File: src/rtl/tde_pkg.sv
`timescale 1ns / 1ps
`default_nettype none
// ----------------------------------------------------------------------------
// tde_pkg
// Shared types and constants for the time-delay embedder: configuration
// register indexes, field widths, reset values, the sequencer states and the column request record.
// ----------------------------------------------------------------------------
package tde_pkg;

  // Configuration port
  localparam int unsigned CFG_IDX_W  = 2;
  localparam int unsigned CFG_DATA_W = 8;

  localparam logic [CFG_IDX_W-1:0] CFG_EMBED_DIM = 2'd0;
  localparam logic [CFG_IDX_W-1:0] CFG_LAG_STEP  = 2'd1;
  localparam logic [CFG_IDX_W-1:0] CFG_LAG_STYLE = 2'd2;

  // Register widths and reset values
  localparam int unsigned EMBED_DIM_W = 5;
  localparam int unsigned LAG_STEP_W  = 8;

  localparam logic [EMBED_DIM_W-1:0] EMBED_DIM_RST = 5'd3;
  localparam logic [LAG_STEP_W-1:0]  LAG_STEP_RST  = 8'd1;
  localparam logic                   LAG_STYLE_RST = 1'b0;

  // Result column field
  localparam int unsigned COLUMN_W = 4;

  // Column sequencer states
  typedef enum logic {
    COL_IDLE,
    COL_RUN
  } col_state_e;

  // Per-column metadata travelling from the sequencer to the output stages
  typedef struct packed {
    logic                ok;
    logic                last;
    logic [COLUMN_W-1:0] column;
  } col_req_t;

endpackage
`default_nettype wire

File: src/rtl/tde_col_gen.sv
`timescale 1ns / 1ps
`default_nettype none
// ----------------------------------------------------------------------------
// tde_col_gen
// Column sequencer. Walks the columns of one row, stepping the lag with one
// shared adder, checks it against the series length and forms the ring
// buffer read address for each column.
// ----------------------------------------------------------------------------
module tde_col_gen #(
  parameter int unsigned MAX_DIM       = 16,
  parameter int unsigned HISTORY_DEPTH = 4096
) (
  input  wire logic                                     clk_i,
  input  wire logic                                     rst_ni,
  input  wire logic [tde_pkg::EMBED_DIM_W-1:0]          embed_dim_i,
  input  wire logic [tde_pkg::LAG_STEP_W-1:0]           lag_step_i,
  input  wire logic                                     lag_style_i,
  input  wire logic                                     start_i,
  input  wire logic                                     issue_i,
  input  wire logic [$clog2(HISTORY_DEPTH)-1:0]         cur_i,
  input  wire logic [$clog2(HISTORY_DEPTH+1)-1:0]       seen_i,
  output logic                                          busy_o,
  output logic                                          req_valid_o,
  output tde_pkg::col_req_t                             req_o,
  output logic      [$clog2(HISTORY_DEPTH)-1:0]         raddr_o
);

  import tde_pkg::*;

  localparam int unsigned AW      = $clog2(HISTORY_DEPTH);
  localparam int unsigned SEEN_W  = $clog2(HISTORY_DEPTH + 1);
  localparam int unsigned CNT_W   = ($clog2(MAX_DIM) > 0) ? $clog2(MAX_DIM) : 1;
  localparam int unsigned DW      = ($clog2(MAX_DIM + 1) > EMBED_DIM_W) ?
                                    $clog2(MAX_DIM + 1) : EMBED_DIM_W;
  localparam int unsigned LAG_W   = $clog2(MAX_DIM + 1) + LAG_STEP_W;
  localparam int unsigned CMP_W   = (LAG_W > SEEN_W) ? LAG_W : SEEN_W;
  localparam logic [DW-1:0] MAX_DIM_C = DW'(MAX_DIM);
  localparam logic [AW:0]   DEPTH_C   = (AW + 1)'(HISTORY_DEPTH);

  col_state_e        state_q, state_d;
  logic [CNT_W-1:0]  col_q, col_d;
  logic [LAG_W-1:0]  lag_q, lag_d;
  logic [LAG_W-1:0]  lag_init, stride;
  logic [DW-1:0]     dim_raw, dim_eff;
  logic              last;
  logic [AW:0]       diff;

  // Effective dimension: zero counts as one, large values saturate
  always_comb begin
    dim_raw = DW'(embed_dim_i);
    if (dim_raw == '0) begin
      dim_eff = DW'(1);
    end else if (dim_raw > MAX_DIM_C) begin
      dim_eff = MAX_DIM_C;
    end else begin
      dim_eff = dim_raw;
    end
  end

  // Lag of column 0 and spacing between columns
  assign stride   = (lag_step_i == '0) ? LAG_W'(1) : LAG_W'(lag_step_i);
  assign lag_init = ((lag_step_i != '0) && lag_style_i) ? LAG_W'(lag_step_i) : '0;

  assign last = (DW'(col_q) == (dim_eff - DW'(1)));

  // Ring buffer address: current slot minus lag, wrapped once
  assign diff    = {1'b0, cur_i} - {1'b0, AW'(lag_q)};
  assign raddr_o = diff[AW] ? AW'(diff + DEPTH_C) : diff[AW-1:0];

  assign req_o.ok     = (CMP_W'(lag_q) < CMP_W'(seen_i));
  assign req_o.last   = last;
  assign req_o.column = COLUMN_W'(col_q);

  // State and column registers
  always_ff @(posedge clk_i or negedge rst_ni) begin
    if (!rst_ni) begin
      state_q <= COL_IDLE;
      col_q   <= '0;
      lag_q   <= '0;
    end else begin
      state_q <= state_d;
      col_q   <= col_d;
      lag_q   <= lag_d;
    end
  end

  // Next state and outputs
  always_comb begin
    state_d     = state_q;
    col_d       = col_q;
    lag_d       = lag_q;
    busy_o      = 1'b0;
    req_valid_o = 1'b0;
    unique case (state_q)
      COL_IDLE: begin
        if (start_i) begin
          state_d = COL_RUN;
          col_d   = '0;
          lag_d   = lag_init;
        end
      end
      COL_RUN: begin
        busy_o      = 1'b1;
        req_valid_o = 1'b1;
        if (issue_i) begin
          col_d = col_q + CNT_W'(1);
          lag_d = lag_q + stride;
          if (last) begin
            state_d = COL_IDLE;
          end
        end
      end
      default: begin
        state_d = COL_IDLE;
      end
    endcase
  end

endmodule
`default_nettype wire

File: config.mk
export PLATFORM = sky130hd
export DESIGN_NAME = tde_col_gen
export DESIGN_NICKNAME = d
export VERILOG_FILES = /design/src/rtl/tde_pkg.sv /design/src/rtl/tde_col_gen.sv
export SDC_FILE = /design/constraint.sdc
export NUM_CORES = 1
export LEC_CHECK = 0
export BUFFER_PORTS_ARGS = -buffer_cell sky130_fd_sc_hd__buf_2
export CAP_MARGIN = 10
export CORE_ASPECT_RATIO = 0.5
export CORE_UTILIZATION = 29
export DETAILED_ROUTE_END_ITERATION = 16
export PLACE_DENSITY_LB_ADDON = 0.12
export SETUP_SLACK_MARGIN = 0.02
export SLEW_MARGIN = 20
export SYNTH_ARGS = -nofsm -noshare
export SYNTH_HDL_FRONTEND = slang
export SYNTH_SLANG_ARGS = --single-unit
File: constraint.sdc
create_clock -name clk_i -period 6.2 [get_ports clk_i]
set_input_delay 0.93 -clock clk_i [delete_from_list [all_inputs] [get_ports clk_i]]
set_output_delay 0.93 -clock clk_i [all_outputs]
set_load 0.01 [all_outputs]
### Word level (Yosys, flattened, before mapping)

Index checks and enable logic that the tools add are counted.

* bits in latches: 0
* register bits: 18
* output and inout port bits: 20
* ROM bits: 0
* memory bits (writable): 0
* memories kept: 0
* logic and storage cells: 35
* input bits: 43

* equal/unequal tests: 3
* $lt $le $gt $ge: 2
* muxes and demuxes: 16
* div/mod/pow operators: 0
* shifts and indexed selects: 0
* reductions and logical operators: 5
* multipliers: 0
* $add $sub $neg: 5
* bitwise gates (word level): 1

Operators by type and width (count)
* $mux W13: 2
* $pmux W13 S2: 1
* $mux W8: 2
* $add A13 B8 Y13: 1
* $lt A13 B13 Y1: 1
* $sub A12 B12 Y13: 1
* $add A12 B1 Y12 const B: 1
* $mux W12: 1
* $mux W5: 2
* $logic_not A8 Y1: 1
* $mux W4: 2
* $pmux W4 S2: 1
* $reduce_bool A8 Y1: 1
* $eq A4 B5 Y1: 1
* $gt A5 B5 Y1 const B: 1
* $logic_not A5 Y1: 1
* $sub A5 B1 Y5 const B: 1
* $add A4 B1 Y4 const B: 1
* $mux W1: 4
* $ne A2 B2 Y1 const B: 2
* $pmux W1 S2: 1
* $reduce_and A2 Y1: 1
* $logic_and A1 B1 Y1: 1
* $not A1 Y1: 1

### Depth between registers and ports, before layout

* depth after elaboration: 8
* mapped depth: 11
* depth with buffers taken out: 11

### Least setup slack after synthesis

No wires, ideal clock.

* path type: input-to-output
* start point: input cur_i[0]
* end point: output raddr_o[10]
* arrival time: 2315 ps
* path slack: 2955 ps
* buffers on the path: 0
* required time: 5270 ps
* stages: 9
* cell sequence: inv_1 > ha_1 > fa_1 > nor2b_4 > o31a_1 > nor2_1 > nand3b_1 > a221oi_2 > xnor2_1

* word-level cells in the longest chain between the ends: 3

Ends and longest elaborated chain
* from (decl): line tde_col_gen.sv:20 `input wire logic [$clog2(HISTORY_DEPTH)-1:0] cur_i,`
* $sub A12 B12 Y13 *: line tde_col_gen.sv:67 `assign diff = {1'b0, cur_i} - {1'b0, AW'(lag_q)};`
* $add A12 B1 Y12: line tde_col_gen.sv:68 `assign raddr_o = diff[AW] ? AW'(diff + DEPTH_C) : diff[AW-1:0];`
* $mux W12 *: line tde_col_gen.sv:68
* to (decl): line tde_col_gen.sv:25 `output logic [$clog2(HISTORY_DEPTH)-1:0] raddr_o`

Every way passes the cells marked *; elsewhere a longest branch is shown, timed or not.

### Final worst setup path

Ends and elaborated chain as after synthesis.

==> metrics.txt <==
# TYPE chip_impl_metric gauge
chip_impl_info{name="status",value="complete, but fails checks"} 1
chip_impl_info{name="violations",value="DRC"} 1
chip_impl_metric{name="max_cap_violations",unit=""} 0
chip_impl_metric{name="timing.max_slew.rel_slack",unit="%"} 61.9
chip_impl_info{name="critPathMostFrequentCell",value="sky130_fd_sc_hd__buf_2"} 1
chip_impl_metric{name="ir_drop",unit="uV"} 138
chip_impl_metric{name="cpPeakStageDelay",unit="ns"} 0.26
chip_impl_metric{name="ys_ff_latch",unit=""} 18
chip_impl_info{name="dominant_register_cell_in_the_synthesized_netlist",value="sky130_fd_sc_hd__dfrtp_1"} 1
chip_impl_metric{name="layout.filler_cells",unit=""} 743
chip_impl_metric{name="post_cts_buffers",unit=""} 0
chip_impl_metric{name="edff_count_synth",unit=""} 0
chip_impl_metric{name="post-dp-hpwl",unit="mm"} 4.65
chip_impl_metric{name="worstPathArrival",unit="ns"} 2.66
chip_impl_info{name="path_cells",value="buf_2 > inv_1 > ha_1 > fa_1 > nor2b_4 > o31a_1 > nor2_1 > nand3b_1 > a221oi_2 > xnor2_1 > buf_2"} 1
chip_impl_metric{name="area_of_the_die",unit="mm^2"} 0.00794
chip_impl_metric{name="ctsHtreeMaxLevel",unit=""} 1
chip_impl_metric{name="remaining_drc_errors",unit=""} 6
chip_impl_metric{name="skew",unit="ns"} 0.00308
chip_impl_metric{name="fraction_of_layout_instances_using_a_drive_strength_above_1",unit="%"} 24.8
chip_impl_metric{name="start_util",unit="%"} 31.4
chip_impl_metric{name="timing.fmax",unit="MHz"} 279
chip_impl_metric{name="antenna_left",unit=""} 0
chip_impl_metric{name="syn_nets",unit=""} 334
chip_impl_info{name="yosysMostFrequentCell",value="sky130_fd_sc_hd__ha_1"} 1
chip_impl_metric{name="placedCellCount",unit=""} 400
chip_impl_info{name="hold_path.class",value="flop to flop"} 1
chip_impl_metric{name="grt_pass1_wl",unit="mm"} 8.94
chip_impl_metric{name="top_level_ports",unit=""} 63
chip_impl_info{name="yosys-top-cells-count",value="sky130_fd_sc_hd__ha_1, sky130_fd_sc_hd__inv_1, sky130_fd_sc_hd__dfrtp_1"} 1
chip_impl_metric{name="tns",unit="ns"} 0
chip_impl_metric{name="drt-initial-drc-count",unit=""} 105
chip_impl_metric{name="layout.cells.non_filler",unit=""} 403
chip_impl_metric{name="report.final.slew_viol_count",unit=""} 0
chip_impl_metric{name="cts.clk_slew.worst_paths",unit="ns"} 0.05
chip_impl_metric{name="power_density",unit="mW/mm^2"} 464
chip_impl_metric{name="cts.repair.resized",unit=""} 0
chip_impl_metric{name="grt_antenna_before_repair",unit=""} 0
chip_impl_metric{name="grt_pass1_vias",unit=""} 1894
chip_impl_info{name="criticalPathCategory",value="primary input to primary output"} 1
chip_impl_metric{name="final_min_period_over_clock_period",unit="%"} 57.8
chip_impl_metric{name="synth.top_cell.area_share",unit="%"} 20.5
chip_impl_metric{name="ys_types",unit=""} 53
chip_impl_metric{name="die_width",unit="um"} 125
chip_impl_metric{name="nNetsFinal",unit=""} 391
chip_impl_metric{name="routed_len_inst",unit="um"} 13.4
chip_impl_metric{name="clock_buffers_created_by_tritoncts",unit=""} 3
chip_impl_metric{name="cellLeakagePower",unit="nW"} 1.34
chip_impl_metric{name="total_vias_in_the_final_route",unit=""} 1969
chip_impl_metric{name="vias_per_cell",unit=""} 4.89
chip_impl_metric{name="totalWireLength",unit="mm"} 5.42
chip_impl_metric{name="grt_overflow_total",unit=""} 0
chip_impl_metric{name="ys_async_sr_fraction",unit="%"} 100
chip_impl_metric{name="insertion_delay",unit="ns"} 0.25
chip_impl_info{name="slowest_cell_on_the_critical_path",value="sky130_fd_sc_hd__fa_1"} 1
chip_impl_metric{name="syn-mean-instance-area",unit="um^2"} 8.57
chip_impl_info{name="cts.root.buffer_cell",value="sky130_fd_sc_hd__clkbuf_16"} 1
chip_impl_metric{name="first_pass_iters",unit=""} 10
chip_impl_metric{name="synthesis.instances",unit=""} 256
chip_impl_info{name="netlist_top_cells_area",value="sky130_fd_sc_hd__dfrtp_1, sky130_fd_sc_hd__ha_1, sky130_fd_sc_hd__inv_1"} 1
chip_impl_metric{name="final_hold_viol_count",unit=""} 0
chip_impl_metric{name="gp_congestion",unit=""} 0.828
chip_impl_metric{name="path_max_fanout",unit=""} 2
chip_impl_metric{name="yosysWarningCount",unit=""} 0
chip_impl_metric{name="portBuffers",unit=""} 62
chip_impl_metric{name="fin_crit",unit="ns"} 3.59
chip_impl_metric{name="cts_hold_repair.buffers",unit=""} 0
chip_impl_metric{name="coreArea",unit="mm^2"} 0.00699
chip_impl_metric{name="cts.sinks",unit=""} 18
chip_impl_metric{name="cts-root-to-sink-buffers",unit=""} 2
chip_impl_info{name="setup_repair_after_global_routing_missed_its_margin",value="false"} 1
chip_impl_metric{name="synthesis.area",unit="mm^2"} 0.00219
chip_impl_metric{name="finalSetupViolCount",unit=""} 0
chip_impl_metric{name="track_usage",unit="%"} 14.1
chip_impl_metric{name="antenna_cells_inserted",unit=""} 0
chip_impl_metric{name="timing_worst_slew_pin_value",unit="ns"} 0.569
chip_impl_metric{name="grt_start_max_net_pins",unit=""} 19
chip_impl_metric{name="cp_data_required_time",unit="ns"} 5.27
chip_impl_metric{name="total_number_of_placement_rows",unit=""} 21
chip_impl_info{name="synth_top_area_cell",value="sky130_fd_sc_hd__dfrtp_1"} 1
chip_impl_metric{name="syn2layout_area_growth",unit="%"} 20.6
chip_impl_info{name="cts_tree",value="yes"} 1
chip_impl_info{name="cp-start-kind",value="primary input"} 1
chip_impl_metric{name="share_of_the_yosys_chip_area_belonging_to_registers",unit="%"} 20.5
chip_impl_metric{name="die-height",unit="um"} 63.5
chip_impl_info{name="cp-end-kind",value="primary output"} 1
==> kinds of logic (layout without fill, tap and decap cells) <==
| kind of cell | Yosys count | count (layout) | share of synthesized area, % |
|---|---|---|---|
| flip-flops | 18 | 18 | 20.5 |
| XOR/XNOR | 18 | 18 | 7.18 |
| AO/OA/AOI/OAI | 73 | 73 | 23.9 |
| buffers and inverters | 42 | 97 | 7.64 |
| adder cells (fa/ha/maj) | 35 | 35 | 20.6 |
| AND/OR/NAND/NOR | 66 | 66 | 18.3 |
| multiplexers | 4 | 4 | 1.82 |
==> stage by stage <==
| stage | util, % | power (mW) | setup WS (ns) | instance area (um^2) | hold slack [ns] |
|---|---|---|---|---|---|
| finish | 37.9 | 1.23 | 2.61 | 2650 | 0.497 |
| detailed placement | 36.8 | 1.11 | 2.60 | 2570 | 0.491 |
| floorplan | - | 0.868 | 2.95 | 2190 | 0.456 |
| CTS | 37.9 | 1.24 | 2.60 | 2650 | 0.496 |
| global placement | 36.8 | 1.09 | 2.66 | 2570 | 0.493 |
| global route | 37.9 | 1.37 | 2.43 | 2650 | 0.539 |
==> flip-flops by register name, indices dropped and copies added, names as in the netlist <==
name / flops
state_q: 1
lag_q: 13
col_q: 4
==> worst max-delay path: cells and delay by family <==
family,cells,cell delay (ns)
fa+ha+maj,2,0.44
xor+xnor,1,0.16
simple gates,3,0.32
buf+inv,3,0.30
compound gates,2,0.50
==> metal layers <==
layer	GRT usage [%]	vias up	routed length, um	share of wire (%)
met2	22.5	38	2300	42
met5	0	-	0	0
met3	2.21	0	227	4.2
li1	-	1043	-	-
met4	1.83	0	0	0
met1	20.3	888	2890	53
==> cell type report <==
class	count	area (um^2)	share of cell area, %
multi-input cells	196	1580	59.5
inverters	32	120	4.54
repair buffers	62	310	11.7
clock buffers	3	75.1	2.84
flip-flops and latches	18	450	17.0
well taps	92	115	4.35
==> cell usage in the layout (no fill, tap or decap), drive strengths merged, types with 2 or more instances in the layout <==
cell / instances
a211oi: 4
a21o: 6
a21oi: 15
a221oi: 3
a31oi: 3
a32oi: 4
and3: 3
buf: 62
clkbuf: 3
dfrtp: 18
fa: 2
ha: 33
inv: 32
mux2i: 4
nand2: 16
nand2b: 4
nand3: 6
nand4: 3
nor2: 10
nor2b: 7
nor3: 5
nor4: 4
o211ai: 3
o21a: 5
o21ai: 16
o21bai: 2
o31a: 2
o31ai: 4
or3: 4
xnor2: 12
xor2: 6
==> final timing paths <==
path | cells after the start | slack (ns) | startpoint | to
worst max-delay path | 11 | 2.61 | cur_i[0] | raddr_o[10]
worst min-delay path | 1 | 0.50 | lag_q[12]$_DFFE_PN0P_ | lag_q[12]$_DFFE_PN0P_
worst max register to register | 9 | 3.99 | lag_q[0]$_DFFE_PN0P_ | lag_q[10]$_DFFE_PN0P_
worst min register to register | 1 | 0.50 | lag_q[12]$_DFFE_PN0P_ | lag_q[12]$_DFFE_PN0P_
max in group asynchronous | 1 | 5.28 | rst_ni | lag_q[11]$_DFFE_PN0P_
min in group asynchronous | 1 | 0.62 | rst_ni | lag_q[0]$_DFFE_PN0P_
==> where the power goes <==
part,total [mW],internal (mW),leakage (nW),switching [mW]
Clock,0.127,0.0848,0.0370,0.0422
Combinational,0.855,0.397,1.09,0.457
Sequential,0.248,0.170,0.217,0.0777
No activity file was read; power rests on OpenSTA's default activity.
